--- src/vcd_pkg.sv ---
// velocity command deframer package: frame constants and the result type
// no dependencies; used by velocity_command_deframer and vcd_checker
package vcd_pkg;

  // frame layout
  localparam int unsigned WindowLen = 10;
  localparam int unsigned CntW      = 4;
  localparam int unsigned VelW      = 16;

  // marker bytes
  localparam logic [7:0] HeadFirst  = 8'hA5;
  localparam logic [7:0] HeadSecond = 8'h5A;
  localparam logic [7:0] TailByte   = 8'hEE;

  // one decoded velocity command
  typedef struct packed {
    logic signed [VelW-1:0] vel_z;
    logic signed [VelW-1:0] vel_y;
    logic signed [VelW-1:0] vel_x;
  } vel_cmd_t;

  localparam int unsigned OutDataW = $bits(vel_cmd_t);

endpackage

--- src/velocity_command_deframer.sv ---
// velocity command deframer top level: byte window, frame check, output skid
// depends on vcd_pkg
//
// Takes one received byte per word on the slave side and keeps the last ten
// bytes of the current chunk in a shift window. When the window holds ten
// eligible bytes starting A5 5A, ending EE, with byte 8 equal to the XOR of
// bytes 0..7, one word with three signed big-endian velocities goes out.
// tuser on the input marks the first byte of a chunk and clears the window
// before that byte enters. After a good frame nine more bytes pass before the
// next frame can complete. The window shift, the XOR check and the counter update
// sit between the window register and the output register, so a byte is accepted
// in each cycle unless tready is low. A two-entry output stage (output register
// plus skid) keeps input flowing while a result waits; tready drops only when both
// entries hold results. A result from the last frame byte is registered in the
// output register, or in the skid entry while the output register is stalled.
module velocity_command_deframer (
  input  logic                     clk_i,
  input  logic                     rst_ni,
  input  logic                     s_axis_tvalid_i,
  output logic                     s_axis_tready_o,
  input  logic [7:0]               s_axis_tdata_i,  // [7:0] rx_byte
  input  logic                     s_axis_tuser_i,  // [0] chunk_start
  output logic                     m_axis_tvalid_o,
  input  logic                     m_axis_tready_i,
  output logic [vcd_pkg::OutDataW-1:0] m_axis_tdata_o // [15:0] vel_x, [31:16] vel_y,
                                                      // [47:32] vel_z
);
  import vcd_pkg::*;

  logic [7:0]     win_q [WindowLen];
  logic [7:0]     win_d [WindowLen];
  logic [CntW-1:0] cnt_q, cnt_d, cnt_base;
  logic           accept;
  logic           frame_ok;
  logic [7:0]     xor_sum;
  vel_cmd_t       res;
  vel_cmd_t       out_q, skid_q;
  logic           out_valid_q, skid_valid_q;
  logic           pop;
  logic           res_valid;

  assign accept          = s_axis_tvalid_i && s_axis_tready_o;
  assign s_axis_tready_o = !skid_valid_q;

  // next window: clear on chunk start, then shift the new byte in
  always_comb begin
    for (int i = 0; i < WindowLen - 1; i++) begin
      win_d[i] = s_axis_tuser_i ? 8'h00 : win_q[i+1];
    end
    win_d[WindowLen-1] = s_axis_tdata_i;
  end

  // eligible byte count, saturating at the window length
  always_comb begin
    cnt_base = s_axis_tuser_i ? '0 : cnt_q;
    if (cnt_base < CntW'(WindowLen)) begin
      cnt_d = cnt_base + CntW'(1);
    end else begin
      cnt_d = CntW'(WindowLen);
    end
  end

  // frame check on the updated window
  always_comb begin
    xor_sum = 8'h00;
    for (int i = 0; i < 8; i++) begin
      xor_sum = xor_sum ^ win_d[i];
    end
    frame_ok = (cnt_d == CntW'(WindowLen)) &&
               (win_d[0] == HeadFirst) && (win_d[1] == HeadSecond) &&
               (win_d[9] == TailByte) && (win_d[8] == xor_sum);
    res.vel_x = {win_d[2], win_d[3]};
    res.vel_y = {win_d[4], win_d[5]};
    res.vel_z = {win_d[6], win_d[7]};
  end

  assign res_valid = accept && frame_ok;

  // window and counter registers
  always_ff @(posedge clk_i or negedge rst_ni) begin
    if (!rst_ni) begin
      cnt_q <= '0;
      for (int i = 0; i < WindowLen; i++) begin
        win_q[i] <= 8'h00;
      end
    end else if (accept) begin
      cnt_q <= frame_ok ? '0 : cnt_d;
      for (int i = 0; i < WindowLen; i++) begin
        win_q[i] <= win_d[i];
      end
    end
  end

  // output register and skid entry
  assign pop = out_valid_q && m_axis_tready_i;

  always_ff @(posedge clk_i or negedge rst_ni) begin
    if (!rst_ni) begin
      out_valid_q  <= 1'b0;
      skid_valid_q <= 1'b0;
    end else if (skid_valid_q) begin
      if (pop) begin
        skid_valid_q <= 1'b0;
      end
    end else if (res_valid) begin
      if (!out_valid_q || pop) begin
        out_valid_q <= 1'b1;
      end else begin
        skid_valid_q <= 1'b1;
      end
    end else if (pop) begin
      out_valid_q <= 1'b0;
    end
  end

  // payload moves without reset
  always_ff @(posedge clk_i) begin
    if (skid_valid_q) begin
      if (pop) begin
        out_q <= skid_q;
      end
    end else if (res_valid) begin
      if (!out_valid_q || pop) begin
        out_q <= res;
      end else begin
        skid_q <= res;
      end
    end
  end

  assign m_axis_tvalid_o = out_valid_q;
  assign m_axis_tdata_o  = out_q;

endmodule

--- config.mk ---
export PLATFORM = sky130hd
export DESIGN_NAME = velocity_command_deframer
export DESIGN_NICKNAME = d
export VERILOG_FILES = /design/src/vcd_pkg.sv /design/src/velocity_command_deframer.sv
export SDC_FILE = /design/constraint.sdc
export NUM_CORES = 1
export LEC_CHECK = 0
export ABC_AREA = 1
export BUFFER_PORTS_ARGS = -buffer_cell sky130_fd_sc_hd__buf_2
export CORE_ASPECT_RATIO = 1.1
export CORE_MARGIN = 10
export CORE_UTILIZATION = 46
export CTS_CLUSTER_DIAMETER = 150
export CTS_CLUSTER_SIZE = 24
export DETAILED_ROUTE_END_ITERATION = 7
export HOLD_SLACK_MARGIN = 0.1
export PLACE_DENSITY = 0.63
export RECOVER_POWER = 50
export SYNTH_ARGS = -nofsm -noshare
export SYNTH_HDL_FRONTEND = slang
export SYNTH_SLANG_ARGS = --single-unit
--- constraint.sdc ---
create_clock -name clk_i -period 4.5 [get_ports clk_i]
set_input_delay 0.45 -clock clk_i [delete_from_list [all_inputs] [get_ports clk_i]]
set_output_delay 0.45 -clock clk_i [all_outputs]
set_load 0.03 [all_outputs]
==> summary.md, run 1 <==
| Metric | Value |
|---|---|
| CTS Buffer Depth | 2 |
| HP Class | input pin to register |
| Largest net degree at the start of global routing | 96 |
| Final hold viol count | 0 |
| Cts hold-fix bufs | 0 |
| Initial detailed-routing violation count | 462 |
| Postcts setup bufs | 0 |
| Final setup TNS | 0 ns |
| Combinational share of power | 2.2% |
| Clk_skew | 0.00998 ns |
| Commonest non-fill, non-tap cell in the layout | nand2_1 |
| Vias | 5936 |
| DPL Wire Length | 11.8 mm |
| Leak | 4.28 nW |
| Sw Share | 21.6% |
| CTS tree | yes |
| Warnings, synthesis | 0 |
| H-tree depth | 4 |
| Max VDD drop | 0.262 mV |
| Initial antenna violation count | 0 |
| Layout area overhead | 11.8% |
| Crit path max-delay family | buffers and inverters |
| R2R cell count | 14 |
| CP Class | input pin to register |
| DRC Markers | 0 |
| Reg-to-Reg End | skid_q[26]$_DFFE_PP_ |
| DRT antenna net count | 0 |
| Sequential area share after synthesis | 59.4% |
| First-pass DRT Iterations | 5 |
| Synth Net Count | 943 |
| Starting Density | 47.3% |
| Tot GR Track Use | 15.1% |
| Mean area per synthesized cell | 8.77 um^2 |
| Post-synth top area cell | edfxtp_1 |
| Total congestion overflow | 0 |
| Crit share post-route | 73.4% |
| Crit-path max FO | 36 |
| Slowest CP cell | clkbuf_1 |
| Worst Path Arrival | 3.37 ns |
| Buf+Inv Stages, Crit Path | 4 |
| # diodes | 0 |
| CP Launch Type | input pin |
| Cells after Synth | 929 |
| PwrDens | 352 nW/um^2 |
| Root Driver | clkbuf_16 |
| Post-cts resize count | 0 |
| Worst Hold Path Cells | 3 |
| Cell Int Power | 0.00251 W |
| Buffers on Ports | 62 |
| Slew margin rel. | -39.0% |
| FMAX | 303 MHz |
| Synth top area share | 35.4% |
| Standard-cell row count | 50 |
| Core footprint | 17200 um^2 |
| Area of the multi-input gates | 2640 um^2 |
| Routed Wire Length | 17.5 mm |
| Worst R2R Setup Slack | 1.66 ns |
| Final setup violation count | 0 |
| Critical R2R Launch | cnt_q[0]$_DFFE_PN0P_ |
| Element type at the critical path end | register |
| Synth unique cells | 31 |
| Ratio of cells with drive above 1 in the final layout | 7.16% |
| Clock Power Share | 45.6% |
| First-pass GRT wire length | 28.6 mm |
| Final critical-path required period | 3.30 ns |
| FF+latch count, synth | 174 |
| Crit path cell chain | buf_2 -> clkbuf_1 -> nor2_1 -> nand2_1 -> o21ai_1 -> inv_1 -> nand2_1 -> nand2_1 -> nand2_1 -> nand3_1 -> nand2_1 -> nor2_1 -> nand4_2 -> nor2_4 -> buf_4 |
| Die Width | 147 um |
| Worst-Skew Late Latency | 0.43 ns |
| Number of global-route vias before repair | 5494 |
| Die H | 160 um |
| Layout Nets | 993 |
| Routed vias/inst | 4.84 |
| Most frequent cells in the layout | 347 x nand2_1, 112 x inv_1, 108 x o21ai_0 |
| Synth area leaders | edfxtp_1 35%, dfrtp_1 24%, nand2_1 16% |
| Register area | 4830 um^2 |
| Crit path top cell by count | nand2_1 |
| Hold path startpoint | s_axis_tdata_i[1] |
| Fillers | 1607 |
| Slew @ Worst Pin | 2.08 ns |
| Status | finished, violations left |
| Part of the power in registers | 52.2% |
| Mapped Area | 8140 um^2 |
| Failing checks | capacitance limit, slew limit |
| Min-Delay Endpoint | win_q[1]$_DFFE_PN0P_ |
| Pins over their slew limit | 79 |
| WP depth | 15 |
| Clock Sinks | 174 |
| CTS Buf Count | 17 |
| Worst-path clk slew | 0.07 ns |
| Finished Core Util | 52.9% |
| IO Pins | 63 |
| Wire per inst | 14.3 um |
| Critical Path RT | 4.57 ns |
| RSZ-0062 raised after global routing | false |
| Slowest stage delay, CP | 0.65 ns |
| DIE AREA | 23400 um^2 |
| Maxcap violations | 1 |
| RD Place Congestion | 0.840 |
| Net Switching | 0.000690 W |
## routing by layer
metal / track usage (%) / wire, um / vias up
met1: 20.7 / 8530 / 2722
met4: 5.97 / 316 / 0
met3: 3.18 / 853 / 19
li1: - / - / 3072
met2: 22.7 / 7800 / 123
met5: 0 / 0 / -
## area by class of cell
type                            instances  share of cell area [%]
Clock inverter                         15                    1.80
Timing Repair Buffer                   69                    3.41
Tap cell                              234                    3.22
Sequential cell                       174                    53.1
Clock buffer                           17                    4.67
Inverter                              113                    4.74
Multi-Input combinational cell        604                    29.0
## cells by family after synthesis
family / synth area share [%]
DFF: 59.4
adders and majority gates: 0.154
and+or+nand+nor: 24.5
xor gates and xnor gates: 0.323
buffers and inverters: 8.20
AOI/OAI and AO/OA: 7.44
## cell usage after synthesis (all sizes together)
| cell type | number |
|---|---|
| nand3 | 67 |
| nand4 | 3 |
| nand2 | 354 |
| xnor2 | 2 |
| ha | 1 |
| dfrtp | 78 |
| edfxtp | 96 |
| o211ai | 1 |
| o21bai | 1 |
| nand3b | 6 |
| o21ai | 113 |
| a21oi | 2 |
| buf | 14 |
| o31ai | 1 |
| xor2 | 1 |
| clkbuf | 24 |
| inv | 113 |
| nor2 | 52 |
## tightest hold or removal path: stages
cell and delay, ns:
buf_2 0.09, nand2_1 0.05, nand2_1 0.04
## worst max-delay path by stage
stage / start / endpoint / slack (ns)
after global placement: s_axis_tuser_i / skid_q[20]$_DFFE_PP_ / 1.04
final: s_axis_tuser_i / skid_q[26]$_DFFE_PP_ / 1.20
after floorplan: s_axis_tuser_i / m_axis_tdata_o[0]$_DFFE_PP_ / 0.57
after detailed placement: s_axis_tuser_i / skid_q[46]$_DFFE_PP_ / 0.99
after CTS: s_axis_tuser_i / skid_q[40]$_DFFE_PP_ / 1.43
after global routing: s_axis_tuser_i / skid_q[40]$_DFFE_PP_ / 0.95
## through the flow
| step | cell area [um^2] | hold slack (ns) | instances | power, W | setup slack (ns) |
|---|---|---|---|---|---|
| floorplan | 8150 | 0.154 | 929 | 0.00175 | 0.573 |
| global placement | 8600 | 0.467 | 1194 | 0.00177 | 1.04 |
| detailed placement | 8600 | 0.467 | 1194 | 0.00178 | 0.994 |
| CTS | 9190 | 0.221 | 1226 | 0.00324 | 1.43 |
| global route | 9100 | 0.246 | 1226 | 0.00331 | 0.946 |
| finish | 9100 | 0.235 | 1226 | 0.00320 | 1.20 |
## sequential cells by signal, summed over array words and instances (netlist names)
name             count
win_q               72
skid_q              48
m_axis_tvalid_o      1
skid_valid_q         1
m_axis_tdata_o      48
cnt_q                4
## power groups by stage
stage	Clock [W]	Sequential [W]	Combinational (W)
floorplan	0	0.00170	0.0000506
detailed placement	0	0.00170	0.0000724
CTS	0.00150	0.00167	0.0000728
global placement	0	0.00170	0.0000715
finish	0.00146	0.00167	0.0000701
global route	0.00156	0.00167	0.0000791
(Power assumes the default switching activity.)
==> run 2, diff against run 1 <==
Settings changed: PLACE_DENSITY 0.63 to 0.61.
Clock period 4.5 ns to 3.1 ns, I/O delays scaled along.
==> summary.md, run 2 (synthesis gave the netlist of run 1 again) <==
| Metric | Value |
|---|---|
| RSZ-0062 raised after global routing | false |
| Element type at the critical path end | register |
| Crit path max-delay family | simple AND/OR/NAND/NOR gates |
| Failing checks | capacitance limit, slew limit |
| Worst R2R Setup Slack | 0.34 ns (-1.32 ns) |
| Vias | 6064 (+2.2%) |
| PwrDens | 500 nW/um^2 (+42%) |
| Final critical-path required period | 2.76 ns |
| Routed Wire Length | 17.8 mm (+1.6%) |
| RD Place Congestion | 0.819 (-2.5%) |
| Min-Delay Endpoint | win_q[5]$_DFFE_PN0P_ |
| Wire per inst | 14.3 um (+0.20%) |
| Slowest CP cell | dfrtp_1 |
| Reg-to-Reg End | skid_q[33]$_DFFE_PP_ |
| Final setup TNS | 0 ns (unchanged) |
| Slew @ Worst Pin | 1.51 ns (-0.579 ns) |
| H-tree depth | 4 (unchanged) |
| Maxcap violations | 1 (unchanged) |
| Die Width | 147 um (unchanged) |
| Crit share post-route | 89.1% |
| Starting Density | 47.3% (unchanged) |
| Most frequent cells in the layout | 345 x nand2_1, 112 x inv_1, 108 x o21ai_0 |
| Crit-path max FO | 25 (-31%) |
| Hold path startpoint | s_axis_tdata_i[5] |
| Root Driver | clkbuf_16 |
| Slew margin rel. | -0.348% (+39 points) |
| Fillers | 1619 (+0.75%) |
| Area of the multi-input gates | 2660 um^2 (+0.52%) |
| CTS tree | yes |
| Initial detailed-routing violation count | 492 (+6.5%) |
| Worst Hold Path Cells | 3 (unchanged) |
| Slowest stage delay, CP | 0.38 ns (-0.27 ns) |
| Leak | 4.36 nW (+1.7%) |
| Worst Path Arrival | 2.88 ns (-0.49 ns) |
| Tot GR Track Use | 15.5% (+0.40 points) |
| Initial antenna violation count | 0 (unchanged) |
| Total congestion overflow | 0 (unchanged) |
| DRT antenna net count | 0 (unchanged) |
| Pins over their slew limit | 86 (+8.9%) |
| Worst-Skew Late Latency | 0.42 ns (about the same) |
| HP Class | input pin to register |
| Crit path cell chain | inv_1 -> nor2_2 -> ha_1 -> o21bai_1 -> nand3_1 -> nand3_1 -> nor2_1 -> nand2_1 -> nor2_1 -> nand2_1 -> nor2_2 -> nand4_4 -> nor2_4 -> buf_12 |
| Postcts setup bufs | 0 (unchanged) |
| Die H | 160 um (unchanged) |
| Buffers on Ports | 62 (unchanged) |
| WP depth | 14 (-1) |
| Critical Path RT | 3.22 ns (-1.35 ns) |
| CTS Buffer Depth | 2 (unchanged) |
| # diodes | 0 (unchanged) |
| R2R cell count | 14 (unchanged) |
| Max VDD drop | 0.338 mV (+29%) |
| Buf+Inv Stages, Crit Path | 2 (-2) |
| Cells after DPL | 1207 (+1.1%) |
| Final hold viol count | 0 (unchanged) |
| CP Class | register to register |
| First-pass DRT Iterations | 6 (+1) |
| Register area | 4840 um^2 (about the same) |
| Ratio of cells with drive above 1 in the final layout | 7.83% (+0.67 points) |
| Status | finished, violations left |
| Routed vias/inst | 4.88 (+0.76%) |
| Most flop-heavy register | win_q |
| Core footprint | 17200 um^2 (unchanged) |
| DPL Wire Length | 12.3 mm (+4.7%) |
| Flip-flop count of the largest register after layout | 72 (unchanged) |
| CP Launch Type | register |
| Clk_skew | 0.00718 ns (-0.00279 ns) |
| IO Pins | 63 (unchanged) |
| Final setup violation count | 0 (unchanged) |
| Number of global-route vias before repair | 5687 (+3.5%) |
| FMAX | 362 MHz |
| Layout area overhead | 13.5% |
| First-pass GRT wire length | 29.5 mm (+3.0%) |
| Layout Nets | 1010 (+1.7%) |
| Largest net degree at the start of global routing | 96 (unchanged) |
| Final non-filler cell total | 1243 (+1.4%) |
| Commonest non-fill, non-tap cell in the layout | nand2_1 |
| Worst-path clk slew | 0.07 ns (about the same) |
| Standard-cell row count | 50 (unchanged) |
| DIE AREA | 23400 um^2 (unchanged) |
| DRC Markers | 0 (unchanged) |
| Clock Sinks | 174 (unchanged) |
| Critical R2R Launch | cnt_q[1]$_DFFE_PN0P_ |
| CTS Buf Count | 17 (unchanged) |
==> run 2: per-layer routing <==
layer | vias up | GRT usage (%) | part of all wire [%]
li1 | 3109 | - | -
met1 | 2797 | 21.2 | 48
met2 | 142 | 24.1 | 46
met3 | 16 | 2.84 | 4.9
met4 | 0 | 5.19 | 1.5
met5 | - | 0 | 0
==> run 2: layout make-up <==
class / count / share of cell area [%]
clock buffers: 17 / 4.60
clock inverters: 15 / 1.58
inverters: 113 / 4.67
multi-input cells: 604 / 28.7
flip-flops and latches: 174 / 52.3
well taps: 234 / 3.17
repair buffers: 86 / 4.90
==> run 2: what timing repair did <==
| item | in CTS | in global routing |
|---|---|---|
| resized for setup | 0 | 0 |
| hold buffers | 4 | 0 |
| hold endpoints to repair | 40 | 0 |
==> run 2: stage by stage <==
stage | total power, W | instance area [um^2] | hold slack [ns] | setup slack, ns | utilization, %
after floorplan | 0.00255 | 8180 | 0.0144 | 0.00684 | -
after global placement | 0.00259 | 8730 | 0.341 | 0.185 | 50.8
after detailed placement | 0.00259 | 8730 | 0.334 | 0.155 | 50.8
after CTS | 0.00467 | 9340 | 0.103 | 0.334 | 54.3
after global routing | 0.00477 | 9240 | 0.134 | 0.166 | 53.7
final | 0.00462 | 9240 | 0.110 | 0.338 | 53.7
==> run 2: power by group <==
group	switching [W]	internal [W]	total, W
clock	0.000896	0.00118	0.00208
combinational	0.0000845	0.0000326	0.000117
sequential	0	0.00242	0.00242
total	0.000981	0.00364	0.00462
==> run 2: worst min-delay path: cells and delay by family <==
family        cells  cell delay (ns)
buf+inv           1             0.09
simple gates      2             0.10
==> run 2: how the worst max path moves through the flow <==
stage	startpoint	endpoint	slack (ns)
floorplan	s_axis_tuser_i	m_axis_tdata_o[0]$_DFFE_PP_	0.007
global placement	s_axis_tuser_i	skid_q[46]$_DFFE_PP_	0.18
detailed placement	s_axis_tuser_i	skid_q[45]$_DFFE_PP_	0.15
CTS	cnt_q[1]$_DFFE_PN0P_	skid_q[35]$_DFFE_PP_	0.33
global route	cnt_q[0]$_DFFE_PN0P_	skid_q[45]$_DFFE_PP_	0.17
finish	cnt_q[1]$_DFFE_PN0P_	skid_q[33]$_DFFE_PP_	0.34
